===== src/hdl/aal_pkg.sv =====
// Shared widths, codes, pipeline control types and helpers for the affine active-list MAC.
package aal_pkg;

    localparam int LANES_DEF = 8;
    localparam int MAX_LANES = 8;

    localparam int ROW_W     = 16;
    localparam int WEIGHT_W  = 8;
    localparam int SAMPLE_W  = 16;
    localparam int BIAS_W    = 32;
    localparam int SCALE_W   = 8;
    localparam int VALUE_W   = 32;
    localparam int VIDX_W    = 3;
    localparam int SATCNT_W  = 32;
    localparam int POS_W     = 16;
    localparam int VCNT_W    = 4;
    localparam int CFG_IDX_W = 2;
    localparam int CFG_DAT_W = 16;

    localparam int PROD1_W   = SAMPLE_W + WEIGHT_W;
    localparam int PROD2_W   = PROD1_W + SCALE_W + 1;
    // Bias plus 65535 full-scale products stays below 2^47.
    localparam int ACC_W     = 48;
    localparam int POP_W     = 4;

    typedef enum logic [CFG_IDX_W-1:0] {
        CFG_ELEMENT_COUNT = 2'd0,
        CFG_VECTOR_COUNT  = 2'd1,
        CFG_CHUNK_LENGTH  = 2'd2
    } t_cfg_idx;

    // Control that travels alongside one element through the lane pipeline.
    typedef struct packed {
        logic                      valid;
        logic                      first;
        logic                      clamp;
        logic                      final_item;
        logic [VCNT_W-1:0]         n;
        logic [ROW_W-1:0]          row;
        logic signed [BIAS_W-1:0]  bias;
        logic [SCALE_W-1:0]        scale;
    } t_ctl;

    // Row completion handed to the result merger.
    typedef struct packed {
        logic                  capture;
        logic [ROW_W-1:0]      row;
        logic [VCNT_W-1:0]     n;
        logic [SATCNT_W-1:0]   total;
    } t_fin;

    function automatic logic [POP_W-1:0] popcount8(input logic [MAX_LANES-1:0] v);
        logic [POP_W-1:0] c;
        c = '0;
        for (int k = 0; k < MAX_LANES; k++) begin
            c = c + POP_W'(v[k]);
        end
        return c;
    endfunction

endpackage


===== src/hdl/aal_if.sv =====


interface aal_out_if;
    logic                                valid;
    logic                                ready;
    logic [aal_pkg::ROW_W-1:0]           out_row;
    logic [aal_pkg::VIDX_W-1:0]          vector_index;
    logic signed [aal_pkg::VALUE_W-1:0]  value;
    logic                                clipped;
    logic [aal_pkg::SATCNT_W-1:0]        saturation_total;
    logic                                last;

    modport source (output valid, output out_row, output vector_index, output value,
                    output clipped, output saturation_total, output last, input ready);
    modport sink   (input valid, input out_row, input vector_index, input value,
                    input clipped, input saturation_total, input last, output ready);
endinterface


===== src/hdl/aal_merge.sv =====
// Result merger: snapshots the finished lanes and issues one result per vector.
module aal_merge #(
    parameter int LANES = aal_pkg::LANES_DEF
) (
    input  logic                               i_clk,
    input  logic                               i_rst_n,
    input  aal_pkg::t_fin                      i_fin,
    input  logic signed [aal_pkg::VALUE_W-1:0] i_values [LANES],
    input  logic [LANES-1:0]                   i_hits,
    aal_out_if.source                          o_out,
    output logic                               o_busy
);
    localparam int IW = (LANES > 1) ? $clog2(LANES) : 1;
    localparam int NW = aal_pkg::VCNT_W;

    logic signed [aal_pkg::VALUE_W-1:0] r_vals [LANES];
    logic [LANES-1:0]                   r_hits;
    logic [aal_pkg::ROW_W-1:0]          r_row;
    logic [NW-1:0]                      r_n;
    logic [aal_pkg::SATCNT_W-1:0]       r_total;
    logic                               r_busy;
    logic [IW-1:0]                      r_idx;

    logic                               r_ovalid;
    logic [aal_pkg::ROW_W-1:0]          r_orow;
    logic [aal_pkg::VIDX_W-1:0]         r_ovidx;
    logic signed [aal_pkg::VALUE_W-1:0] r_ovalue;
    logic                               r_oclip;
    logic [aal_pkg::SATCNT_W-1:0]       r_ototal;
    logic                               r_olast;

    logic w_load;
    logic w_is_last;

    assign w_load    = r_busy && (!r_ovalid || o_out.ready);
    assign w_is_last = ((NW'(r_idx) + NW'(1)) == r_n);

    always_ff @(posedge i_clk) begin
        if (!i_rst_n) begin
            r_busy   <= 1'b0;
            r_ovalid <= 1'b0;
            r_idx    <= '0;
        end else begin
            if (i_fin.capture) begin
                r_busy <= 1'b1;
                r_idx  <= '0;
            end else if (w_load) begin
                r_idx <= r_idx + IW'(1);
                if (w_is_last) begin
                    r_busy <= 1'b0;
                end
            end
            if (w_load) begin
                r_ovalid <= 1'b1;
            end else if (o_out.ready) begin
                r_ovalid <= 1'b0;
            end
        end
    end

    always_ff @(posedge i_clk) begin
        if (i_fin.capture) begin
            r_vals  <= i_values;
            r_hits  <= i_hits;
            r_row   <= i_fin.row;
            r_n     <= i_fin.n;
            r_total <= i_fin.total;
        end
        if (w_load) begin
            r_orow   <= r_row;
            r_ovidx  <= aal_pkg::VIDX_W'(r_idx);
            r_ovalue <= r_vals[r_idx];
            r_oclip  <= r_hits[r_idx];
            r_ototal <= r_total;
            r_olast  <= w_is_last;
        end
    end

    assign o_out.valid            = r_ovalid;
    assign o_out.out_row          = r_orow;
    assign o_out.vector_index     = r_ovidx;
    assign o_out.value            = r_ovalue;
    assign o_out.clipped          = r_oclip;
    assign o_out.saturation_total = r_ototal;
    assign o_out.last             = r_olast;
    assign o_busy                 = r_busy;
endmodule


===== src/flat_wrapper.sv =====
// flat-port wrapper written by rule: the top's interface ports become plain ports
module aal_merge_flat 
#(
    parameter int LANES = aal_pkg::LANES_DEF
)
  (i_clk, i_rst_n, i_fin, i_values, i_hits, o_busy, o_out_valid, o_out_out_row, o_out_vector_index, o_out_value, o_out_clipped, o_out_saturation_total, o_out_last, o_out_ready);
  aal_out_if o_out_i ();
  input  logic i_clk;
  input  logic i_rst_n;
  input  aal_pkg::t_fin i_fin;
  input  logic signed [aal_pkg::VALUE_W-1:0] i_values[LANES];
  input  logic [LANES-1:0] i_hits;
  output logic o_busy;
  output wire logic [$bits(o_out_i.valid)-1:0] o_out_valid;
  output wire logic [$bits(o_out_i.out_row)-1:0] o_out_out_row;
  output wire logic [$bits(o_out_i.vector_index)-1:0] o_out_vector_index;
  output wire logic [$bits(o_out_i.value)-1:0] o_out_value;
  output wire logic [$bits(o_out_i.clipped)-1:0] o_out_clipped;
  output wire logic [$bits(o_out_i.saturation_total)-1:0] o_out_saturation_total;
  output wire logic [$bits(o_out_i.last)-1:0] o_out_last;
  input wire logic [$bits(o_out_i.ready)-1:0] o_out_ready;
  assign o_out_valid = o_out_i.valid;
  assign o_out_out_row = o_out_i.out_row;
  assign o_out_vector_index = o_out_i.vector_index;
  assign o_out_value = o_out_i.value;
  assign o_out_clipped = o_out_i.clipped;
  assign o_out_saturation_total = o_out_i.saturation_total;
  assign o_out_last = o_out_i.last;
  assign o_out_i.ready = o_out_ready;
  aal_merge #(.LANES(LANES)) u_core (.i_clk(i_clk), .i_rst_n(i_rst_n), .i_fin(i_fin), .i_values(i_values), .i_hits(i_hits), .o_out(o_out_i), .o_busy(o_busy));
endmodule

===== config.mk =====
export PLATFORM = sky130hd
export DESIGN_NAME = aal_merge_flat
export DESIGN_NICKNAME = d
export VERILOG_FILES = /design/src/hdl/aal_pkg.sv /design/src/hdl/aal_if.sv /design/src/hdl/aal_merge.sv /design/src/flat_wrapper.sv
export SDC_FILE = /design/constraint.sdc
export NUM_CORES = 1
export LEC_CHECK = 0
export ABC_CLOCK_PERIOD_IN_PS = 5440
export BUFFER_PORTS_ARGS = -buffer_cell sky130_fd_sc_hd__buf_4
export CORE_MARGIN = 10
export CORE_UTILIZATION = 39
export DETAILED_ROUTE_END_ITERATION = 6
export MAX_ROUTING_LAYER = met4
export SYNTH_ARGS = -nofsm -noshare
export SYNTH_HDL_FRONTEND = slang
export SYNTH_SLANG_ARGS = --single-unit

===== constraint.sdc =====
create_clock -name i_clk -period 5.44 [get_ports i_clk]
set_input_delay 0.272 -clock i_clk [delete_from_list [all_inputs] [get_ports i_clk]]
set_output_delay 0.272 -clock i_clk [all_outputs]
set_load 0.005 [all_outputs]

==> flow_metrics.env, run 1 <==
export IMPL_outcome="stopped before the end"
export IMPL_stop_stage="clock tree synthesis (4_1_cts)"
export IMPL_stop_error="[ERROR RSZ-0060] Max buffer count reached."
export IMPL_gp_congestion=0.768
export IMPL_dpl_hpwl_um=24300
export IMPL_num_io_pins=407
export IMPL_die_y_um=213
export IMPL_synth_flop_cell="edfxtp_1"
export IMPL_cts_resized=0
export IMPL_avgSynthCellArea_sq_um=26.4
export IMPL_cts_htree_levels=2
export IMPL_cts_buffers=43
export IMPL_portBuffers=406
export IMPL_ys_seq_area_frac=0.834
export IMPL_place_inst=1411
export IMPL_post_cts_buffers=0
export IMPL_synth_common_cells="edfxtp_1 (401), mux4_1 (66), mux2_2 (33)"
export IMPL_synth_cell_type_count=21
export IMPL_synth_top_cell_area_share=0.827
export IMPL_synth_most_common_cell="edfxtp_1"
export IMPL_ys_warn_count=0
export IMPL_clockBufferDepth=3
export IMPL_synth_cells=552
export IMPL_synthTopCellsByArea="edfxtp_1 (83%), mux4_1 (12%), mux2_2 (2.6%), dfxtp_1 (0.69%), buf_6 (0.62%)"
export IMPL_synth_edff_count=401
export IMPL_synthesis_nets=873
export IMPL_dpl_worst_slack_ps=2840
export IMPL_synth_area_leader_cell="edfxtp_1"
export IMPL_cts_sinks=406
export IMPL_dpl_cell_area_sq_um=18100
export IMPL_die_w_um=213
export IMPL_cts_root_buf="clkbuf_16"
export IMPL_ys_ff_latch=406
export IMPL_initial_core_util=0.397
export IMPL_cts_hold_buf=298
export IMPL_netlist_area_sq_um=14600
export IMPL_async_reset_ff_frac=0
export IMPL_rows=70
-- cell families after synthesis --
group	share of synthesized area
and+or+nand+nor	0.00438
DFF	0.834
muxes	0.145
AOI/OAI and AO/OA	0.00301
adders and majority gates	0.000859
buffers and inverters	0.00997
xor gates and xnor gates	0.00301
-- stage by stage --
stage               utilization  hold slack (ps)
detailed placement        0.494              405
global placement          0.494              400
floorplan                     -              371
==> inputs of run 2 (changes only) <==
Settings changed: CORE_UTILIZATION 39 to 24, MAX_ROUTING_LAYER met4 to unset, PLACE_DENSITY_LB_ADDON set to 0.15.
==> run 2 against run 1 <==
  * The run now ends clean
  * Synthesized area unchanged
  * Synthesized cell count unchanged
==> flow_metrics.env, run 2 <==
export IMPL_outcome="finished clean"
export IMPL_drtIter0Drc=465
export IMPL_avgSynthCellArea_sq_um=26.4
export IMPL_fin_worst_skew_ps=15.3
export IMPL_holdWs_ps=286
export IMPL_core_area_sq_um=60200
export IMPL_ys_warn_count=0
export IMPL_initial_core_util=0.242
export IMPL_cp_start_kind="register"
export IMPL_ant_nets=0
export IMPL_die_area_sq_um=70900
export IMPL_clockBufferDepth=3
export IMPL_post_route_util=0.385
export IMPL_finalHoldViolCount=0
export IMPL_cts_buffers=47
export IMPL_final_cell_mix="buf_4 (409), edfxtp_1 (401), dlygate4sd3_1 (318), mux4_1 (66), clkbuf_16 (49)"
export IMPL_nFillCells=5454
export IMPL_cp_required_ps=5750
export IMPL_finalCritPeriodShare=0.480
export IMPL_grt_max_degree=172
export IMPL_worst_setup_path_end_kind="register"
export IMPL_async_reset_ff_frac=0
export IMPL_clk_pin_slew_worst_paths_ps=60
export IMPL_vias=8424
export IMPL_wl_per_cell_um=19.3
export IMPL_fin_setup_tns_ps=0
export IMPL_path_class="reg2reg"
export IMPL_dpl_cell_area_sq_um=18500
export IMPL_die_w_um=266
export IMPL_drive_gt1_frac=0.381
export IMPL_rsz0062_at_grt="no"
export IMPL_synth_flop_cell="edfxtp_1"
export IMPL_antenna_found_initial=7
export IMPL_tightest_slew_ps=1150
export IMPL_synthTopCellsByArea="edfxtp_1 (83%), mux4_1 (12%), mux2_2 (2.6%), dfxtp_1 (0.69%), buf_6 (0.62%)"
export IMPL_maxSlewViolCount=0
export IMPL_synth_cell_type_count=21
export IMPL_grt_usage=0.114
export IMPL_hp_class="in2reg"
export IMPL_synth_most_common_cell="edfxtp_1"
export IMPL_ys_seq_area_frac=0.834
export IMPL_peakVddDrop_v=0.000216
export IMPL_largest_reg_flops=256
export IMPL_grt_pass1_wl_um=61300
export IMPL_clock_latency_ps=560
export IMPL_post_cts_buffers=0
export IMPL_cts_htree_levels=2
export IMPL_synth_common_cells="edfxtp_1 (401), mux4_1 (66), mux2_2 (33)"
export IMPL_drc_errors=0
export IMPL_p_leak_uw=0.00873
export IMPL_dpl_hpwl_um=26800
export IMPL_seqCellArea_sq_um=12200
export IMPL_gp_congestion=0.700
export IMPL_synth_edff_count=401
export IMPL_cts_root_buf="clkbuf_16"
export IMPL_synthesis_nets=873
export IMPL_fin_area_sq_um=23200
export IMPL_max_freq_ghz=0.383
export IMPL_drv_cap=0
export IMPL_area_delta_synth_final_pct=59.3
export IMPL_wirelength_um=41000
export IMPL_netlist_area_sq_um=14600
export IMPL_ys_ff_latch=406
export IMPL_cts_sinks=406
export IMPL_path_max_fanout=53
export IMPL_largest_register="u_core.r_vals"
export IMPL_power_density_nw_per_um2=323
export IMPL_cts_tree="done"
export IMPL_synth_cells=552
export IMPL_grt_overflow=0
export IMPL_via_per_inst=3.96
export IMPL_synth_top_cell_area_share=0.827
export IMPL_synth_area_leader_cell="edfxtp_1"
export IMPL_die_y_um=266
export IMPL_relSlewSlack=0.231
export IMPL_layout_commonest_cell="buf_4"
export IMPL_setup_viol=0
export IMPL_arrival_ps=2920
export IMPL_fin_crit_ps=2610
export IMPL_rows=90
export IMPL_grt_pass1_vias=9924
export IMPL_portBuffers=406
export IMPL_multi_input_area_sq_um=2270
export IMPL_drtPass1Iterations=4
export IMPL_nNetsFinal=1632
export IMPL_num_io_pins=407
run 2: cell counts after synthesis:
No cell type changed its count.
run 2: metrics by stage:
stage	worst slack [ps]	instances	total power [uW]
6_report	2830	2126	7480
3_3_place_gp	2730	1726	4330
4_1_cts	2720	2122	7630
3_5_place_dp	2690	1726	4340
5_1_grt	2650	2126	7820
2_1_floorplan	2830	552	3960
run 2: logic make-up after synthesis:
kind of cell,Yosys count,share of synthesized area
flops,406,0.834
mux,99,0.145
buf+inv,21,0.00997
simple gates,14,0.00438
compound gates,6,0.00301
xor+xnor,5,0.00301
fa+ha+maj,1,0.000859
run 2: what timing repair did:
action	CTS	global route
gates resized for setup	0	0
hold endpoints to repair	319	0
hold buffers	318	0
run 2: final timing paths:
path	from	to	slack (ps)	depth (start not counted)
max reg2reg	u_core.r_idx[0]$_SDFFE_PP0P_	u_core.o_out.value[27]$_DFFE_PP_	2830	3
min	i_fin[52]	u_core.r_vals[229]$_DFFE_PP_	290	2
max	u_core.r_idx[0]$_SDFFE_PP0P_	u_core.o_out.value[27]$_DFFE_PP_	2830	3
min reg2reg	u_core.r_total[13]$_DFFE_PP_	u_core.o_out.saturation_total[13]$_DFFE_PP_	420	0
run 2: area by class of cell:
class	count	share of cell area
multi-input combinational	125	0.0979
clock buffer	60	0.0547
sequential	406	0.524
antenna	4	0.000432
tap	782	0.0422
timing repair buffer	730	0.272
inverter	1	0.000270
clock inverter	18	0.00853
run 2: report_power, final:
group          total [uW]  switching, uW  leakage [uW]  internal (uW)
Clock                3030           1200      0.000714           1820
Combinational         660            220       0.00407            440
Sequential           3790           71.6       0.00394           3720
run 2: critical path: stages (launching register included):
cell and delay (ps):
dfxtp_4 970, buf_4 490, mux4_1 610, mux2_2 270
run 2: per-layer routing:
metal,GRT usage,vias to the layer above,wire length [um],part of all wire
li1,-,3921,-,-
met1,0.129,4161,15800,0.38
met2,0.202,265,21500,0.52
met3,0.0331,73,2680,0.065
met4,0.0397,4,1080,0.026
met5,0,-,21,0.00051
(Power assumes the default switching activity.)
