===== src/hdl/aal_pkg.sv =====
// Shared widths, codes, pipeline control types and helpers for the affine active-list MAC.
package aal_pkg;

    localparam int LANES_DEF = 8;
    localparam int MAX_LANES = 8;

    localparam int ROW_W     = 16;
    localparam int WEIGHT_W  = 8;
    localparam int SAMPLE_W  = 16;
    localparam int BIAS_W    = 32;
    localparam int SCALE_W   = 8;
    localparam int VALUE_W   = 32;
    localparam int VIDX_W    = 3;
    localparam int SATCNT_W  = 32;
    localparam int POS_W     = 16;
    localparam int VCNT_W    = 4;
    localparam int CFG_IDX_W = 2;
    localparam int CFG_DAT_W = 16;

    localparam int PROD1_W   = SAMPLE_W + WEIGHT_W;
    localparam int PROD2_W   = PROD1_W + SCALE_W + 1;
    // Bias plus 65535 full-scale products stays below 2^47.
    localparam int ACC_W     = 48;
    localparam int POP_W     = 4;

    typedef enum logic [CFG_IDX_W-1:0] {
        CFG_ELEMENT_COUNT = 2'd0,
        CFG_VECTOR_COUNT  = 2'd1,
        CFG_CHUNK_LENGTH  = 2'd2
    } t_cfg_idx;

    // Control that travels alongside one element through the lane pipeline.
    typedef struct packed {
        logic                      valid;
        logic                      first;
        logic                      clamp;
        logic                      final_item;
        logic [VCNT_W-1:0]         n;
        logic [ROW_W-1:0]          row;
        logic signed [BIAS_W-1:0]  bias;
        logic [SCALE_W-1:0]        scale;
    } t_ctl;

    // Row completion handed to the result merger.
    typedef struct packed {
        logic                  capture;
        logic [ROW_W-1:0]      row;
        logic [VCNT_W-1:0]     n;
        logic [SATCNT_W-1:0]   total;
    } t_fin;

    function automatic logic [POP_W-1:0] popcount8(input logic [MAX_LANES-1:0] v);
        logic [POP_W-1:0] c;
        c = '0;
        for (int k = 0; k < MAX_LANES; k++) begin
            c = c + POP_W'(v[k]);
        end
        return c;
    endfunction

endpackage


===== src/hdl/aal_lane.sv =====
// One accumulator lane: two multiply stages, then clamp-and-accumulate.
module aal_lane (
    input  logic                                i_clk,
    input  logic signed [aal_pkg::SAMPLE_W-1:0] i_sample,
    input  logic signed [aal_pkg::WEIGHT_W-1:0] i_weight,
    input  logic [aal_pkg::SCALE_W-1:0]         i_scale,
    input  aal_pkg::t_ctl                       i_ctl,
    input  logic                                i_en,
    output logic signed [aal_pkg::VALUE_W-1:0]  o_value,
    output logic                                o_hit,
    output logic                                o_chunk_hit
);
    localparam int AW = aal_pkg::ACC_W;
    localparam int VW = aal_pkg::VALUE_W;
    localparam int P1 = aal_pkg::PROD1_W;
    localparam int P2 = aal_pkg::PROD2_W;
    localparam int BW = aal_pkg::BIAS_W;

    logic signed [P1-1:0] r_prod1;
    logic signed [P2-1:0] r_prod2;
    logic signed [AW-1:0] r_acc;
    logic signed [AW-1:0] n_acc;
    logic signed [AW-1:0] w_base;
    logic signed [AW-1:0] w_addend;
    logic signed [VW-1:0] w_sat;
    logic                 w_oor;

    always_comb begin
        w_oor = (r_acc[AW-1:VW-1] != {(AW-VW+1){r_acc[AW-1]}});
        if (!w_oor) begin
            w_sat = r_acc[VW-1:0];
        end else if (r_acc[AW-1]) begin
            w_sat = {1'b1, {(VW-1){1'b0}}};
        end else begin
            w_sat = {1'b0, {(VW-1){1'b1}}};
        end

        if (i_ctl.first) begin
            w_base = {{(AW-BW){i_ctl.bias[BW-1]}}, i_ctl.bias};
        end else if (i_ctl.clamp && i_en) begin
            w_base = {{(AW-VW){w_sat[VW-1]}}, w_sat};
        end else begin
            w_base = r_acc;
        end
        w_addend = i_en ? {{(AW-P2){r_prod2[P2-1]}}, r_prod2} : '0;
        n_acc    = w_base + w_addend;
    end

    always_ff @(posedge i_clk) begin
        r_prod1 <= i_sample * i_weight;
        r_prod2 <= r_prod1 * $signed({1'b0, i_scale});
        if (i_ctl.valid) begin
            r_acc <= n_acc;
        end
    end

    assign o_value     = w_sat;
    assign o_hit       = w_oor;
    assign o_chunk_hit = i_ctl.valid & i_ctl.clamp & i_en & w_oor;
endmodule


===== config.mk =====
export PLATFORM = sky130hd
export DESIGN_NAME = aal_lane
export DESIGN_NICKNAME = d
export VERILOG_FILES = /design/src/hdl/aal_pkg.sv /design/src/hdl/aal_lane.sv
export SDC_FILE = /design/constraint.sdc
export NUM_CORES = 1
export LEC_CHECK = 0
export BUFFER_PORTS_ARGS = -buffer_cell sky130_fd_sc_hd__buf_4
export CORE_ASPECT_RATIO = 1.1
export CORE_MARGIN = 3
export CORE_UTILIZATION = 47
export DETAILED_ROUTE_END_ITERATION = 16
export GPL_ROUTABILITY_DRIVEN = 0
export SYNTH_ARGS = -nofsm -noshare
export SYNTH_HDL_FRONTEND = slang
export SYNTH_SLANG_ARGS = --single-unit

===== constraint.sdc =====
create_clock -name i_clk -period 8.14 [get_ports i_clk]
set_clock_uncertainty 0.1 [all_clocks]
set_input_delay 1.628 -clock i_clk [delete_from_list [all_inputs] [get_ports i_clk]]
set_output_delay 1.628 -clock i_clk [all_outputs]
set_load 0.005 [all_outputs]

-- After elaboration in Yosys (flattened, before gate mapping)
Index checks and enable logic that the tools add are counted.
- register bits after elaboration: 105
- input bits: 98
- output and inout bits: 34
- word-level logic and storage cells: 16
- $add $sub $neg: 1
- multipliers: 2
- equality and inequality tests: 1
- muxes and demuxes: 5
- bitwise operators: 3
- reductions and logical operators: 1
- operators with widths (operator ; count):
    $mux 48 ; 3
    $mux 32 ; 2
    $add 48x48->48 ; 1
    $mul 24x9->33 ; 1
    $mul 16x8->24 ; 1
    $ne 16x16->1 ; 1
    $and 1x1->1 ; 3
    $logic_and 1x1->1 ; 1

-- Depth between registers and ports, before layout
Gate-level depths: netlist (run 1).
- word-level depth: 5
- depth in mapped cells: 20
- mapped depth without buffers: 19

-- Worst setup path before layout (run 1)
Ideal clock, no wire load.
- path type: in2reg
- start point: input port i_scale[0] (netlist name)
- end point: register r_prod2[32]
- library setup time: 0.088 ns
- data arrival time: 6.069 ns
- required time: 7.952 ns
- slack: 1.883 ns
- cell stages on the path: 18
- path buffers: 1
- path through: clkbuf_1 nand2_1 fa_1 inv_1 fa_1 fa_1 inv_1 fa_1 inv_1 ha_1 a21oi_1 nor2b_1 a2111oi_1 a21oi_2 a2111oi_4 nor3_2 nand2b_4 a311oi_2
- longest elaborated chain between the ends: 1
- RTL lines (item ; RTL line ; RTL):
    start, declared ; aal_lane.sv:6 ; input logic [aal_pkg::SCALE_W-1:0] i_scale,
    $mul 24x9->33 ; aal_lane.sv:51 ; r_prod2 <= r_prod1 * $signed({1'b0, i_scale});
    end signal, assigned ; aal_lane.sv:51 ;
    end, declared ; aal_lane.sv:20 ; logic signed [P2-1:0] r_prod2;
Every way passes these cells.
A chain may end at the register's enable or synchronous reset.

-- Worst setup path after layout (run 1)
- start point: input port i_weight[7] (netlist name)
- end point: register r_prod1[23]
- longest elaborated chain between the ends: 1
- RTL lines (item ; RTL line ; RTL):
    start, declared ; aal_lane.sv:5 ; input logic signed [aal_pkg::WEIGHT_W-1:0] i_weight,
    $mul 16x8->24 ; aal_lane.sv:50 ; r_prod1 <= i_sample * i_weight;
    end signal, assigned ; aal_lane.sv:50 ;
    end, declared ; aal_lane.sv:19 ; logic signed [P1-1:0] r_prod1;
Every way passes these cells.

==> results of run 1 <==
## critical path, delay by kind of cell
family	cells	cell delay (ns)
adder cells (fa/ha/maj)	5	2.37
AND/OR/NAND/NOR	2	0.45
AO/OA/AOI/OAI	5	1.46
buffers and inverters	5	0.68
## how the worst max path moves through the flow
stage           startpoint          end
3_3_place_gp   i_weight[7]  r_prod1[23]
5_1_grt        i_weight[7]  r_prod1[23]
4_1_cts        i_weight[7]  r_prod1[23]
3_5_place_dp   i_weight[7]  r_prod1[23]
2_1_floorplan   i_scale[0]  r_prod2[32]
6_report       i_weight[7]  r_prod1[23]
## cell families (layout without fill, tap and decap cells)
kind of cell               count (synthesis)  after routing  synth area share [%]
muxes                                     32             32                 1.785
and+or+nand+nor                          607            607                 17.54
adders and majority gates                412            412                 39.36
DFF                                      105            105                 14.39
buffers and inverters                    442            490                 9.260
xor gates and xnor gates                  91             91                 4.442
AOI/OAI and AO/OA                        358            358                 13.22
## Yosys cell counts (6+ instances only)
library cell / number / area, um^2
inv_1: 367 / 1378
fa_1: 254 / 5085
and2_1: 228 / 1426
nand2_1: 210 / 788.3
ha_1: 158 / 1977
a21oi_1: 96 / 480.5
o21ai_0: 75 / 375.4
xnor2_1: 70 / 613.1
clkbuf_1: 67 / 251.5
a21o_1: 58 / 435.4
dfxtp_1: 57 / 1141
nor2_1: 54 / 202.7
edfxtp_1: 48 / 1441
mux2i_1: 32 / 320.3
nand3_1: 21 / 105.1
xor2_1: 21 / 183.9
a31oi_1: 18 / 112.6
nand4_1: 15 / 93.84
nor3_1: 15 / 75.07
o21bai_1: 14 / 105.1
and3_1: 13 / 81.33
nand2b_1: 13 / 81.33
a211oi_1: 11 / 82.58
o21ai_1: 11 / 55.05
o21a_1: 9 / 67.56
nor2b_1: 8 / 50.05
o211ai_1: 8 / 60.06
o31ai_1: 6 / 45.04
## routing by layer
metal,GRT usage [%],vias up
met5,0,-
met4,4.648,2
met3,2.357,38
met2,32.42,237
met1,25.54,6419
li1,-,6649
## state kept, by name, indices dropped and copies added (netlist names)
signal / flops
r_acc: 48
r_prod1: 24
r_prod2: 33
## layout make-up
| class | count | area [um^2] |
|---|---|---|
| timing repair buffer | 106 | 795.8 |
| clock inverter | 7 | 71.32 |
| tap | 494 | 618.1 |
| fill | 3667 | 18020 |
| sequential | 105 | 2582 |
| clock buffer | 9 | 225.2 |
| multi-input combinational | 1500 | 13710 |
| inverter | 368 | 1381 |
## per-stage QoR
step	cell area, um^2	util [%]	worst slack, ns	cells
2_1_floorplan	17940	-	1.883	2047
3_3_place_gp	19080	51.02	1.298	2573
3_5_place_dp	19080	51.02	1.268	2573
4_1_cts	19380	51.81	1.656	2589
5_1_grt	19380	51.81	1.435	2589
6_report	19380	51.81	1.710	2589
==> results.txt, run 1 <==
status: completed
Tcrit/Tclk final: 78.99%
post-CTS sizing: 0
Die W: 192.3 um
crit path DAT: 6.58 ns
Hold Crit Class: register to register
global-route wire length before repair: 63.77 mm
cell count after synthesis: 2047
met1 wire length: 17.54 mm
met2 WL: 17.45 mm
Overflow after GRT: 0
number of setup violations in the final report: 0
Core Region: 37410 um^2
Post-CTS Hold Buffers: 0
asr flop ratio synth: 0%
Die H: 210.9 um
Port Buffers: 102
post-synthesis cell type count: 80
commonest non-fill, non-tap cells in the layout: 367 x inv_1, 254 x fa_1, 228 x and2_1
Sink Count: 105
kind of critical path: input port to register
FF-to-FF setup slack: 2.98 ns
DR WL/cell: 14.29 um
final hold slack: 0.5693 ns
post-synth net total: 2557
DRT antenna net count: 0
Mapped Area: 17940 um^2
sequential fraction of the synthesis area: 14.39%
drt pass-1 iters: 5
CP peak stage delay: 0.59 ns
H-tree depth: 3
initial antenna violation count: 1
slew margin rel.: 34.09%
commonest non-fill, non-tap cell in the layout: inv_1
Post-synth EDFFs: 48
Max Cap Viol: 0
Primary FF master, synth: dfxtp_1
Hold Vio Cnt, Final: 0
slowest CP cell: a2111oi_0
area growth from synthesis to layout: 8.012%
final HPWL from detailed placement: 31.01 mm
startpoint types: input port
required time worst endpoint: 8.29 ns
io pins: 132
setup bufs post-CTS: 0
largest net degree at the start of global routing: 66
actual slew at the worst max-slew pin: 0.9867 ns
die area: 40560 um^2
syn_area_per_cell: 8.766 um^2
Yosys reg bits: 105
worst reg2reg path depth: 17
Max Root-Sink Buffers: 2
met3 wire len: 1.293 mm
number of global-route vias before repair: 13532
post-layout min period: 6.430 ns
Min-Delay Endpoint: r_acc[0]
RSZ-0062 raised after global routing: no
CTS tree: done
final WL: 37.00 mm
YS warnings: 0
post-route setup TNS: 0 ns
WHS Path Cells: 2
clk root buf: clkbuf_16
reg-to-reg endpoint: r_prod2[32]
Num CTS Buffers: 9
Max Used Layer: met5
reg2reg start: r_prod1[12]
nets: 2600
n_diodes: 0
via count: 13345
standard-cell rows: 74
Cell Chain, Critical Path: buf_4 -> inv_1 -> fa_1 -> fa_1 -> inv_1 -> fa_1 -> inv_1 -> fa_1 -> inv_1 -> ha_1 -> o21a_1 -> a2111oi_0 -> nor3_1 -> o2111ai_1 -> a21oi_1 -> nor4b_1 -> a311oi_1
Total GRT Usage: 18.91%
CP Max Fanout: 15
Via density: 5.154
Clock Latency Late Sink: 0.38 ns
Clock Pin Slew Worst Setup and Hold Paths: 0.08 ns
layout cell share with drive strength beyond 1: 7.446%
crit path capture type: register
Initial Util: 47.97%
residual DRC count: 0
Fmax: 0.1555 GHz
1st-iter DRT viols: 539
HP Start: r_prod2[0]
Slew Limit Fails: 0
Power of run 1 is left out: the tool's default activity adds up to more than one toggle a clock period on the data nets, which glitch-free logic cannot reach.
==> inputs of run 2 (changes only) <==
--- a/config.mk
+++ b/config.mk
@@ -11,6 +11,7 @@
 export CORE_UTILIZATION = 47
 export DETAILED_ROUTE_END_ITERATION = 16
 export GPL_ROUTABILITY_DRIVEN = 0
+export PLACE_DENSITY = 0.67
 export SYNTH_ARGS = -nofsm -noshare
 export SYNTH_HDL_FRONTEND = slang
 export SYNTH_SLANG_ARGS = --single-unit
==> constraint.sdc (replaced) <==
create_clock -name i_clk -period 5.7 [get_ports i_clk]
set_clock_uncertainty 0.1 [all_clocks]
set_input_delay 1.14 -clock i_clk [delete_from_list [all_inputs] [get_ports i_clk]]
set_output_delay 1.14 -clock i_clk [all_outputs]
set_load 0.005 [all_outputs]
==> run 2 against run 1 <==
Compared with the run above: critical endpoint is now r_prod2[32]; register-to-register slack got worse by 2.3 ns; largest cell class unchanged; routed wire length up 1.5%; setup slack lost 1.4 ns; sequential cell count unchanged; final cell count grew 3.6%; sequential share of layout area is 0.48 points lower; non-clock buffer count is 93 higher; cell area up 3.7%; first-iteration DRC count grew 24%; clock-buffer cell count is the same.
==> results.txt, run 2 (synthesis gave the netlist of run 1 again) <==
Tcrit/Tclk final: 95.16%
required time worst endpoint: 5.90 ns (was 8.29 ns)
number of setup violations in the final report: 0 (unchanged)
slowest CP cell: fa_1 (was a2111oi_0)
initial antenna violation count: 2 (was 1)
Slew Limit Fails: 0 (unchanged)
post-route setup TNS: 0 ns (unchanged)
io pins: 132 (unchanged)
DR WL/cell: 14.00 um (was 14.29 um)
Clock Pin Slew Worst Setup and Hold Paths: 0.08 ns (about the same)
via count: 13708 (was 13345)
setup bufs post-CTS: 0 (unchanged)
global-route wire length before repair: 64.47 mm (was 63.77 mm)
Cell Chain, Critical Path: buf_4 -> nand2_1 -> fa_1 -> inv_1 -> fa_1 -> fa_1 -> inv_1 -> fa_1 -> inv_1 -> ha_1 -> a21oi_1 -> nor2b_1 -> a2111oi_1 -> a21oi_2 -> a2111oi_4 -> nor3_2 -> nand2b_4 -> a311oi_2 (was buf_4 -> inv_1 -> fa_1 -> fa_1 -> inv_1 -> fa_1 -> inv_1 -> fa_1 -> inv_1 -> ha_1 -> o21a_1 -> a2111oi_0 -> nor3_1 -> o2111ai_1 -> a21oi_1 -> nor4b_1 -> a311oi_1)
Die H: 210.9 um (unchanged)
Clock Latency Late Sink: 0.38 ns (about the same)
crit path capture type: register (unchanged)
actual slew at the worst max-slew pin: 0.7143 ns (was 0.9867 ns)
final HPWL from detailed placement: 32.05 mm (was 31.01 mm)
Sink Count: 105 (unchanged)
post-CTS sizing: 0 (unchanged)
clk root buf: clkbuf_16 (unchanged)
CTS tree: done (unchanged)
CP Max Fanout: 9 (was 15)
Max Cap Viol: 0 (unchanged)
standard-cell rows: 74 (unchanged)
Fmax: 0.1844 GHz
final WL: 37.54 mm (was 37.00 mm)
register area: 2582 um^2 (unchanged)
layout cell share with drive strength beyond 1: 11.43% (was 7.446%)
commonest non-fill, non-tap cell in the layout: inv_1 (unchanged)
Hold Crit Class: register to register (unchanged)
area growth from synthesis to layout: 12.01% (was 8.012%)
cell mode on critical path: fa_1
Total GRT Usage: 19.07% (was 18.91%)
Port Buffers: 102 (unchanged)
HP Start: r_prod2[0] (unchanged)
RSZ-0062 raised after global routing: no (unchanged)
worst reg2reg path depth: 17 (unchanged)
die area: 40560 um^2 (unchanged)
Fillers: 3383 (was 3667)
Post-CTS Hold Buffers: 0 (unchanged)
Top Registers: r_acc x48, r_prod2 x33, r_prod1 x24 (unchanged)
crit path DAT: 5.62 ns (was 6.58 ns)
H-tree depth: 3 (unchanged)
kind of critical path: input port to register (unchanged)
n_diodes: 0 (unchanged)
Via density: 5.111 (was 5.154)
startpoint types: input port (unchanged)
DRT antenna net count: 0 (unchanged)
status: completed (unchanged)
largest net degree at the start of global routing: 66 (unchanged)
Max Root-Sink Buffers: 2 (unchanged)
Initial Util: 47.97% (unchanged)
1st-iter DRT viols: 671 (was 539)
FF-to-FF setup slack: 0.65 ns (was 2.98 ns)
Num CTS Buffers: 9 (unchanged)
number of global-route vias before repair: 14162 (was 13532)
slew margin rel.: 52.38% (was 34.09%)
Overflow after GRT: 0 (unchanged)
CP peak stage delay: 0.55 ns (was 0.59 ns)
Multi-input gate area: 13710 um^2 (about the same)
Hold Vio Cnt, Final: 0 (unchanged)
Die W: 192.3 um (unchanged)
post-layout min period: 5.424 ns
residual DRC count: 0 (unchanged)
max FFs per register: 48 (unchanged)
reg2reg start: r_prod1[12] (unchanged)
drt pass-1 iters: 5 (unchanged)
Min-Delay Endpoint: r_acc[0] (unchanged)
WHS Path Cells: 2 (unchanged)
largest reg by FF count: r_acc (unchanged)
Core Region: 37410 um^2 (unchanged)
reg-to-reg endpoint: r_prod2[32] (unchanged)
commonest non-fill, non-tap cells in the layout: 367 x inv_1, 254 x fa_1, 228 x and2_1 (unchanged)
nets: 2693 (was 2600)
run 2: changes by cell type in the layout (fill, tap and decap cells not counted), sizes merged:
cell | previous run | this run
buf | 106 | 199
run 2: layout make-up:
| class | instances | share of cell area (%) |
|---|---|---|
| clock buffer | 9 | 1.121 |
| tap | 494 | 3.075 |
| clock inverter | 7 | 0.3549 |
| timing repair buffer | 199 | 7.495 |
| inverter | 368 | 6.873 |
| multi-input combinational | 1500 | 68.23 |
| sequential | 105 | 12.85 |
run 2: worst max-delay path by stage:
| stage | startpoint | end | cells after the start |
|---|---|---|---|
| floorplan | i_scale[2] | r_prod2[32] | 18 |
| global placement | i_scale[0] | r_prod2[32] | 18 |
| detailed placement | i_scale[2] | r_prod2[32] | 18 |
| CTS | i_scale[2] | r_prod2[32] | 18 |
| global route | i_scale[0] | r_prod2[32] | 19 |
| finish | i_scale[0] | r_prod2[32] | 18 |
run 2: worst max-delay path: cells and delay by family:
| kind | cells | cell delay, ns |
|---|---|---|
| AND/OR/NAND/NOR | 4 | 0.44 |
| buffers and inverters | 4 | 0.28 |
| adder cells (fa/ha/maj) | 5 | 2.33 |
| AO/OA/AOI/OAI | 5 | 1.43 |
run 2: metal layers:
layer,track usage [%],part of all wire (%)
met5,0,0.072
met4,5.352,2.2
met1,24.60,45
met3,2.490,4.1
met2,33.60,49
run 2: metrics by stage:
| step | util, % | instance area (um^2) | instances | hold slack, ns | worst slack, ns |
|---|---|---|---|---|---|
| 6_report | 53.73 | 20100 | 2682 | 0.5797 | 0.2756 |
| 5_1_grt | 53.73 | 20100 | 2682 | 0.6165 | 0.04559 |
| 4_1_cts | 53.71 | 20090 | 2682 | 0.5954 | 0.2630 |
| 3_5_place_dp | 52.92 | 19800 | 2666 | 0.5673 | -0.1433 |
| 3_3_place_gp | 52.92 | 19800 | 2666 | 0.5462 | -0.09572 |
| 2_1_floorplan | - | 17950 | 2047 | 0.4188 | 0.001889 |
Power of run 2 is left out for the same reason.
