<file path="config.mk">
export PLATFORM = sky130hd
export DESIGN_NAME = aal_rem
export DESIGN_NICKNAME = d
export VERILOG_FILES = /design/src/hdl/aal_pkg.sv /design/src/hdl/aal_rem.sv
export SDC_FILE = /design/constraint.sdc
export NUM_CORES = 1
export LEC_CHECK = 0
export ABC_CLOCK_PERIOD_IN_PS = 2700
export BUFFER_PORTS_ARGS = -buffer_cell sky130_fd_sc_hd__buf_4
export CAP_MARGIN = 30
export CORE_MARGIN = 10
export CORE_UTILIZATION = 40
export DETAILED_ROUTE_END_ITERATION = 16
export GPL_TIMING_DRIVEN = 0
export SETUP_SLACK_MARGIN = 0.1
export SYNTH_ARGS = -nofsm -noshare
export SYNTH_HDL_FRONTEND = slang
export SYNTH_SLANG_ARGS = --single-unit
</file>
<file path="constraint.sdc">
create_clock -name i_clk -period 2.7 [get_ports i_clk]
set_clock_uncertainty 0.1 [all_clocks]
set_input_delay 0.405 -clock i_clk [delete_from_list [all_inputs] [get_ports i_clk]]
set_output_delay 0.405 -clock i_clk [all_outputs]
set_load 0.01 [all_outputs]
</file>
<file path="src/hdl/aal_pkg.sv">
// Shared widths, codes, pipeline control types and helpers for the affine active-list MAC.
package aal_pkg;

    localparam int LANES_DEF = 8;
    localparam int MAX_LANES = 8;

    localparam int ROW_W     = 16;
    localparam int WEIGHT_W  = 8;
    localparam int SAMPLE_W  = 16;
    localparam int BIAS_W    = 32;
    localparam int SCALE_W   = 8;
    localparam int VALUE_W   = 32;
    localparam int VIDX_W    = 3;
    localparam int SATCNT_W  = 32;
    localparam int POS_W     = 16;
    localparam int VCNT_W    = 4;
    localparam int CFG_IDX_W = 2;
    localparam int CFG_DAT_W = 16;

    localparam int PROD1_W   = SAMPLE_W + WEIGHT_W;
    localparam int PROD2_W   = PROD1_W + SCALE_W + 1;
    // Bias plus 65535 full-scale products stays below 2^47.
    localparam int ACC_W     = 48;
    localparam int POP_W     = 4;

    typedef enum logic [CFG_IDX_W-1:0] {
        CFG_ELEMENT_COUNT = 2'd0,
        CFG_VECTOR_COUNT  = 2'd1,
        CFG_CHUNK_LENGTH  = 2'd2
    } t_cfg_idx;

    // Control that travels alongside one element through the lane pipeline.
    typedef struct packed {
        logic                      valid;
        logic                      first;
        logic                      clamp;
        logic                      final_item;
        logic [VCNT_W-1:0]         n;
        logic [ROW_W-1:0]          row;
        logic signed [BIAS_W-1:0]  bias;
        logic [SCALE_W-1:0]        scale;
    } t_ctl;

    // Row completion handed to the result merger.
    typedef struct packed {
        logic                  capture;
        logic [ROW_W-1:0]      row;
        logic [VCNT_W-1:0]     n;
        logic [SATCNT_W-1:0]   total;
    } t_fin;

    function automatic logic [POP_W-1:0] popcount8(input logic [MAX_LANES-1:0] v);
        logic [POP_W-1:0] c;
        c = '0;
        for (int k = 0; k < MAX_LANES; k++) begin
            c = c + POP_W'(v[k]);
        end
        return c;
    endfunction

endpackage

</file>
<file path="src/hdl/aal_rem.sv">
// Bit-serial remainder unit: element position modulo a newly written chunk length.
module aal_rem (
    input  logic                         i_clk,
    input  logic                         i_rst_n,
    input  logic                         i_start,
    input  logic [aal_pkg::POS_W-1:0]    i_num,
    input  logic [aal_pkg::POS_W-1:0]    i_den,
    output logic                         o_busy,
    output logic                         o_done,
    output logic [aal_pkg::POS_W-1:0]    o_result
);
    localparam int W   = aal_pkg::POS_W;
    localparam int CW  = $clog2(W);

    logic          r_busy;
    logic          r_done;
    logic [CW-1:0] r_cnt;
    logic [W-1:0]  r_num;
    logic [W-1:0]  r_den;
    logic [W:0]    r_rem;
    logic [W:0]    w_trial;
    logic [W:0]    n_rem;

    // Remainder stays below the divisor, so the shifted trial fits in W+1 bits.
    always_comb begin
        w_trial = {r_rem[W-1:0], r_num[W-1]};
        n_rem   = (w_trial >= {1'b0, r_den}) ? (w_trial - {1'b0, r_den}) : w_trial;
    end

    always_ff @(posedge i_clk) begin
        if (!i_rst_n) begin
            r_busy <= 1'b0;
            r_done <= 1'b0;
            r_cnt  <= '0;
        end else if (i_start) begin
            r_busy <= 1'b1;
            r_done <= 1'b0;
            r_cnt  <= '0;
        end else if (r_busy) begin
            r_cnt <= r_cnt + CW'(1);
            if (r_cnt == CW'(W - 1)) begin
                r_busy <= 1'b0;
                r_done <= 1'b1;
            end
        end else begin
            r_done <= 1'b0;
        end
    end

    always_ff @(posedge i_clk) begin
        if (i_start) begin
            r_num <= i_num;
            r_den <= i_den;
            r_rem <= '0;
        end else if (r_busy) begin
            r_num <= {r_num[W-2:0], 1'b0};
            r_rem <= n_rem;
        end
    end

    assign o_busy   = r_busy | r_done;
    assign o_done   = r_done;
    assign o_result = r_rem[W-1:0];
endmodule

</file>
## Word-level counts from Yosys, hierarchy flattened

Cells that the tools add are included.

- Word-level logic and storage cells: 22
- Bits in registers: 54
- Output and inout port bits: 18
- Input port bits: 35

- $add $sub $neg: 2
- Bitwise operators: 3
- Reductions and logical operators: 3
- Multiplexer cells: 6
- $lt $le $gt $ge: 1
- Eq/ne operators: 1

Operators with widths:

| kind | count |
|---|---|
| two-way mux 16 bit | 3 |
| >= comparator 17 x 16 -> 1 bit | 1 |
| subtractor 16 bit | 1 |
| adder 4 x 1 -> 4 bit, second input constant | 1 |
| equality test 4 bit, second input constant | 1 |
| two-way mux 1 bit | 3 |
| OR reduction 3 bit | 1 |
| NOT 1 bit | 2 |
| nonzero test 2 bit | 1 |
| OR reduction 2 bit | 1 |
| bitwise OR 1 bit | 1 |

## Depth between registers and ports, before layout

Gate-level depths: netlist (run 1).

- Word-level depth: 4
- Depth in mapped cells: 11

## Worst setup path after synthesis (run 1)

Ideal clock, no wire load.

- Path kind: register to register
- From: reg r_rem[9]
- To: reg r_rem[0]
- Path slack: 225 ps
- Stages on the path, launching flop included: 9
- Arrival time: 2296 ps
- Clock period less this slack: 2475 ps
- Setup time: 79 ps
- Path through: dfxtp_1 > ha_1 > a211oi_1 > nand2_1 > nor2_1 > a22oi_2 > a211oi_2 > mux2_4 > a211oi_2

- Longest elaborated chain between the ends: 2

Ends and longest elaborated chain:

| element | RTL line | RTL |
|---|---|---|
| start, declared | aal_rem.sv:20 | `logic [W:0] r_rem;` |
| start signal, assigned | aal_rem.sv:57 | `r_rem <= n_rem;` |
| >= comparator 17 x 16 -> 1 bit | aal_rem.sv:27 | `n_rem = (w_trial >= {1'b0, r_den}) ? (w_trial - {1'b0, r_den}) : w_trial;` |
| two-way mux 16 bit | aal_rem.sv:27 |  |

No other way between the ends.
A chain may end at the register's enable or synchronous reset.

## Worst setup path in the final report (run 1)

- From: reg r_rem[10]
- To: reg r_rem[4]

The elaborated chain is that of the path after synthesis.

==> impl_metrics.tcl, run 1 <==
set metrics [dict create \
    max_cap_violations 0 \
    grt_remaining_overflow 0 \
    worstHoldStart "i_den[10]" \
    port-buffer-count 52 \
    die_width_um 107 \
    vias_in_the_first_global_route 2289 \
    yosys_warnings 0 \
    layout.cells.most_common "sky130_fd_sc_hd__buf_4" \
    ir_drop_v 0.000268 \
    dpl.hpwl_mm 5.18 \
    hold_path_class "in -> reg" \
    final_cell_mix "61 x sky130_fd_sc_hd__buf_4, 32 x sky130_fd_sc_hd__edfxtp_1, 28 x sky130_fd_sc_hd__nor2_1, 23 x sky130_fd_sc_hd__inv_1, 22 x sky130_fd_sc_hd__dfxtp_1" \
    cp-startpoint "r_rem[10]" \
    postSynthRegisterBits 54 \
    post-route-util_pct 53.6 \
    die_height_um 107 \
    power.net_switching_uw 595 \
    antenna_cells_inserted 0 \
    synth_edf_count 32 \
    critical_path.max_fanout 8 \
    postSynthAreaPerCell_um2 10.7 \
    clock_sinks 54 \
    drc 0 \
    clk_latency_ns 0.31 \
    final_design_area_no_fill_um2 3910 \
    routed_via_density 5.16 \
    synth_area_um2 3010 \
    cpPeakStageDelay_ns 0.51 \
    clkPwrFrac_pct 23.3 \
    final_min_period_over_clock_period_pct 94.0 \
    timing.critical_path.to_type "register" \
    ios 53 \
    finalCriticalPeriod_ns 2.54 \
    hold-worst-slack_ns 0.165 \
    grt_pass1_wl_mm 11.6 \
    worst-endpoint-required_ns 2.77 \
    run_status "finished, final reports clean" \
    cts_h_tree_depth 2 \
    setup_ws_ns 0.163 \
    gp_congestion 0.890 \
    power.share.combinational_pct 27.6 \
    worstMarginPinSlew_ns 0.627 \
    tritoncts "yes" \
    antenna_left 0 \
    antenna_found_initial 0 \
    worst_setup_hold_path_clk_slew_ns 0.10 \
    full_die_area_um2 11400 \
    power_per_cell_area_nw_per_um2 510 \
    total_vias_in_the_final_route 2324 \
    grt_usage_pct 12.5 \
    seq_area_frac_synth_pct 46.6 \
    post_route_cells_drive_above_1_share_pct 34.8 \
    finalHoldViolations 0 \
    detail_route.first_pass.iterations 4 \
    cp_cell_sequence "ha_1 > buf_4 > nand3_1 > or4_4 > nor3_4 > a211o_4 > buf_12 > mux2i_2 > a211oi_2" \
    dominantRegCellSynth "sky130_fd_sc_hd__edfxtp_1" \
    regToRegStartpoint "r_rem[10]" \
    cts_root_buf "sky130_fd_sc_hd__clkbuf_8" \
    achievable-frequency_mhz 394 \
    floorplan.initialDensity_pct 41.3 \
    synthCells 281 \
    grt_start_max_net_pins 20 \
    critPathSlowestCell "sky130_fd_sc_hd__or4_4" \
    synth_cell_types 54 \
    finalWirelength_mm 7.38 \
    row_count 31 \
    intPower_uw 1400 \
    worst-endpoint-arrival_ns 2.61 \
    syn2layout_area_growth_pct 29.8 \
    cts_hold_buffers 0 \
    sequentialPowerShare_pct 49.2 \
    worst_slew_margin_relative_to_its_limit_pct 58.1 \
    detailed_place.area_um2 3520 \
    routed_wire_length_per_instance_um 16.4 \
    preCtsSetupSlack_ns -0.109 \
    tritoncts.num_buffers 5 \
    finalSetupViolCount 0 \
    sw_frac_of_total_pct 29.9 \
    power.static_leakage_uw 0.00159 \
    cts_buffer_depth 2 \
    grt_setup_unrepaired "false" \
    synth.net_count 334 \
    setup.worst_path.class "reg -> reg" \
    synthArstFlopShare_pct 0 \
    detailedRoute.firstIterationViolations 109 \
    final_nets 403 \
    drv_slew 0 \
    timing.critical_path.from_type "register" \
    core_region_area_um2 7290 \
]
-- synthesized netlist by cell type, types with 2 or more instances --
master,number,area share (%)
sky130_fd_sc_hd__o21bai_1,2,0.50
sky130_fd_sc_hd__a22oi_1,2,0.50
sky130_fd_sc_hd__a21oi_1,14,2.3
sky130_fd_sc_hd__o31a_1,3,0.87
sky130_fd_sc_hd__a31oi_1,2,0.42
sky130_fd_sc_hd__mux2i_1,11,3.7
sky130_fd_sc_hd__xor2_1,7,2.0
sky130_fd_sc_hd__nor2_1,28,3.5
sky130_fd_sc_hd__clkbuf_1,7,0.87
sky130_fd_sc_hd__a211oi_1,11,2.7
sky130_fd_sc_hd__nand2_1,14,1.7
sky130_fd_sc_hd__a21o_1,3,0.75
sky130_fd_sc_hd__a211oi_2,3,1.2
sky130_fd_sc_hd__mux2_2,15,5.6
sky130_fd_sc_hd__nor3b_1,2,0.50
sky130_fd_sc_hd__and3_1,2,0.42
sky130_fd_sc_hd__nand3_1,6,1.0
sky130_fd_sc_hd__dfxtp_1,22,15
sky130_fd_sc_hd__inv_1,24,3.0
sky130_fd_sc_hd__xnor2_1,8,2.3
sky130_fd_sc_hd__o21ai_0,9,1.5
sky130_fd_sc_hd__nand2b_1,5,1.0
sky130_fd_sc_hd__edfxtp_1,32,32
sky130_fd_sc_hd__ha_1,17,7.1
sky130_fd_sc_hd__nor2b_1,3,0.62
-- state kept, by name, summed over array words and instances (netlist names) --
register	cells
r_num	16
o_done	1
r_rem	16
r_cnt	4
r_busy	1
r_den	16
-- kinds of logic (layout without fill, tap and decap cells) --
kind of cell | count (synthesis) | after routing | share of synthesized area [%]
compound gates | 63 | 63 | 15.2
mux | 27 | 27 | 9.77
fa+ha+maj | 18 | 18 | 7.73
flops | 54 | 54 | 46.6
buf+inv | 33 | 103 | 4.66
xor+xnor | 15 | 15 | 4.36
simple gates | 71 | 71 | 11.7
-- power by group through the flow --
stage | Sequential (uW) | Combinational [uW] | Clock, uW
6_report | 980 | 550 | 464
5_1_grt | 987 | 600 | 514
4_1_cts | 976 | 484 | 480
3_5_place_dp | 994 | 452 | 0
3_3_place_gp | 993 | 450 | 0
2_1_floorplan | 992 | 309 | 0
-- area by class of cell --
type                            instances  area (um2)
Buffer                                  9        53.8
Clock buffer                            5        68.8
Clock inverter                          3        21.3
Fill cell                             698        3390
Inverter                               24        90.1
Multi-Input combinational cell        194        1650
Sequential cell                        54        1400
Tap cell                               99         124
Timing Repair Buffer                   62         495
-- through the flow --
| stage | TNS (ns) | instances | total power, uW |
|---|---|---|---|
| 6_report | 0 | 450 | 1990 |
| 2_1_floorplan | 0 | 281 | 1300 |
| 4_1_cts | 0 | 445 | 1940 |
| 3_5_place_dp | -0.292 | 432 | 1450 |
| 5_1_grt | 0 | 450 | 2100 |
| 3_3_place_gp | -0.254 | 432 | 1440 |
-- worst paths after layout --
kind / end / slack (ns) / cells after the start
min reg2reg: r_rem[6] / 0.44 / 2
max reg2reg: r_rem[4] / 0.16 / 9
max: r_rem[4] / 0.16 / 9
min: r_den[10] / 0.16 / 1
-- worst max-delay path, delay by kind of cell (launching register included) --
family,cells,cell delay (ns)
AOI/OAI and AO/OA,2,0.31
adders and majority gates,1,0.29
buffers and inverters,2,0.26
DFF,1,0.36
muxes,1,0.22
and+or+nand+nor,3,0.85
-- what timing repair did --
action	4_1_cts	5_1_grt
cloned	0	1
setup buffers	5	4
endpoints found under the hold margin	0	0
setup endpoints to repair	12	16
pin swaps	5	18
resized for setup	11	29
-- per-layer routing --
metal | wire length, um | global-route usage [%]
met1 | 3570 | 17.0
met2 | 3450 | 19.2
met3 | 295 | 3.05
met4 | 70 | 3.38
met5 | 0 | 0
No activity file was read; power rests on OpenSTA's default activity.
==> run 2, diff against run 1 <==
--- a/config.mk
+++ b/config.mk
@@ -6,12 +6,15 @@
 export NUM_CORES = 1
 export LEC_CHECK = 0
 export ABC_CLOCK_PERIOD_IN_PS = 2700
-export BUFFER_PORTS_ARGS = -buffer_cell sky130_fd_sc_hd__buf_4
 export CAP_MARGIN = 30
+export CELL_PAD_IN_SITES_DETAIL_PLACEMENT = 1
+export CELL_PAD_IN_SITES_GLOBAL_PLACEMENT = 2
 export CORE_MARGIN = 10
 export CORE_UTILIZATION = 40
 export DETAILED_ROUTE_END_ITERATION = 16
+export DONT_BUFFER_PORTS = 1
 export GPL_TIMING_DRIVEN = 0
+export PLACE_DENSITY_LB_ADDON = 0.1
 export SETUP_SLACK_MARGIN = 0.1
 export SYNTH_ARGS = -nofsm -noshare
 export SYNTH_HDL_FRONTEND = slang
==> impl_metrics.tcl, run 2 (synthesis results as in run 1) <==
set metrics [dict create \
    setup.worst_path.class "reg -> reg" \
    drc 0 \
    power_per_cell_area_nw_per_um2 534 \
    post_route_cells_drive_above_1_share_pct 36.0 \
    detailedRoute.firstIterationViolations 81 \
    regToRegStartpoint "r_num[15]" \
    num-fill-cells 801 \
    power.share.combinational_pct 27.8 \
    dpl.hpwl_mm 5.88 \
    routed_via_density 5.33 \
    grt_pass1_wl_mm 13.0 \
    final_design_area_no_fill_um2 3780 \
    detail_route.first_pass.iterations 4 \
    grt_usage_pct 14.4 \
    port-buffer-count 0 \
    cts_hold_buffers 0 \
    tritoncts "yes" \
    achievable-frequency_mhz 384 \
    final_nets 366 \
    run_status "finished, final reports clean" \
    die_width_um 107 \
    finalSetupViolCount 0 \
    tritoncts.num_buffers 5 \
    sw_frac_of_total_pct 30.4 \
    row_count 31 \
    syn2layout_area_growth_pct 25.5 \
    sequentialPowerShare_pct 49.4 \
    max_cap_violations 0 \
    worst-endpoint-required_ns 2.85 \
    final_min_period_over_clock_period_pct 96.4 \
    grt_most_used_layer "met2" \
    cts_h_tree_depth 2 \
    antenna_found_initial 0 \
    intPower_uw 1400 \
    worst_setup_hold_path_clk_slew_ns 0.10 \
    top_regs "r_den: 16 flops, r_num: 16 flops, r_rem: 16 flops" \
    detailed_place.area_um2 3130 \
    critical_path.max_fanout 3 \
    total_vias_in_the_final_route 2200 \
    fin_total_pwr_uw 2020 \
    worst-endpoint-arrival_ns 2.75 \
    cts_buffer_depth 2 \
    antenna_cells_inserted 0 \
    core_region_area_um2 7290 \
    grt_remaining_overflow 0 \
    clkPwrFrac_pct 22.8 \
    vias_in_the_first_global_route 2433 \
    routed_wire_length_per_instance_um 20.3 \
    die_height_um 107 \
    grtUsageMet2_pct 24.3 \
    worst_slew_margin_relative_to_its_limit_pct 54.6 \
    timing.critical_path.from_type "register" \
    finalCriticalPeriod_ns 2.60 \
    ios 53 \
    cp-startpoint "r_num[15]" \
    gp_congestion 0.752 \
    timing.critical_path.to_type "register" \
    grt_start_max_net_pins 20 \
    final_cell_mix "32 x sky130_fd_sc_hd__edfxtp_1, 27 x sky130_fd_sc_hd__nor2_1, 21 x sky130_fd_sc_hd__buf_4, 18 x sky130_fd_sc_hd__inv_1, 15 x sky130_fd_sc_hd__mux2_2" \
    clock_sinks 54 \
    finalHoldViolations 0 \
    power.net_switching_uw 613 \
    full_die_area_um2 11400 \
    finalWirelength_mm 8.39 \
    grt_setup_unrepaired "true" \
    finalNonFillerCells 413 \
    cts_root_buf "sky130_fd_sc_hd__clkbuf_8" \
    antenna_left 0 \
    clk_latency_ns 0.31 \
    place.detailed.instances 380 \
    layout.cells.most_common "sky130_fd_sc_hd__edfxtp_1" \
    drv_slew 0 \
    worstHoldStart "i_den[12]" \
    gr-usage-met3_pct 3.29 \
    hold_path_class "in -> reg" \
    worstMarginPinSlew_ns 0.681 \
    floorplan.initialDensity_pct 41.3 \
    globalRouteMet1Util_pct 18.1 \
    ir_drop_v 0.000235 \
    power.static_leakage_uw 0.00142 \
]
-- run 2: cell count changes in the layout (fill, tap and decap cells not counted), sizes merged --
cell,previous run,this run
buf,63,26
bufbuf,0,1
clkbuf,13,12
clkinv,3,1
clkinvlp,0,1
inv,24,25
-- run 2: stage by stage --
step	setup slack [ns]	TNS, ns	hold WS (ns)	utilization (%)
floorplan	0.225	0	0.388	-
finish	0.0977	0	0.0831	51.8
detailed placement	-0.291	-1.37	0.404	43.0
CTS	0.102	0	0.0715	48.5
global placement	-0.247	-0.936	0.404	43.0
global route	-0.0165	-0.0165	0.0570	51.8
-- run 2: power by group through the flow --
stage          clock network, uW  logic [uW]  registers [uW]
5_1_grt                      516         617            1010
6_report                     460         561             996
3_5_place_dp                   0         390            1010
4_1_cts                      487         475             994
3_3_place_gp                   0         383            1010
2_1_floorplan                  0         309             992
-- run 2: timing repair --
item	in CTS	in global routing
gates resized for setup	41	32
setup endpoints to repair	16	16
pin swaps	16	24
setup buffers	11	13
gates cloned	1	0
-- run 2: critical path, stage by stage (launching register included) --
cell,delay [ns]
sky130_fd_sc_hd__edfxtp_1,0.40
sky130_fd_sc_hd__inv_2,0.09
sky130_fd_sc_hd__ha_4,0.13
sky130_fd_sc_hd__inv_2,0.04
sky130_fd_sc_hd__fa_2,0.39
sky130_fd_sc_hd__a21oi_4,0.21
sky130_fd_sc_hd__o21ai_4,0.08
sky130_fd_sc_hd__o311a_1,0.39
sky130_fd_sc_hd__o31a_1,0.34
sky130_fd_sc_hd__o21ai_2,0.13
sky130_fd_sc_hd__o311ai_2,0.11
sky130_fd_sc_hd__o21ai_1,0.13
-- run 2: worst paths after layout --
check | end | slack, ns | depth (start not counted)
hold reg to reg | r_cnt[1] | 0.44 | 2
hold / removal | r_den[12] | 0.08 | 0
setup / recovery | r_rem[12] | 0.1 | 11
setup reg to reg | r_rem[12] | 0.1 | 11
-- run 2: per-layer routing --
layer,wire (um),share of wire [%]
met1,3690,44
met2,4230,50
met3,375,4.5
met4,89,1.1
met5,0,0
-- run 2: area by class of cell --
| cell class | count | area, um2 | share of cell area (%) |
|---|---|---|---|
| plain buffers | 9 | 57.6 | 1.52 |
| clock buffers | 5 | 68.8 | 1.82 |
| clock inverters | 3 | 20.0 | 0.530 |
| inverters | 24 | 90.1 | 2.38 |
| multi-input cells | 194 | 1750 | 46.4 |
| flip-flops and latches | 54 | 1420 | 37.7 |
| well taps | 99 | 124 | 3.28 |
| repair buffers | 25 | 241 | 6.39 |
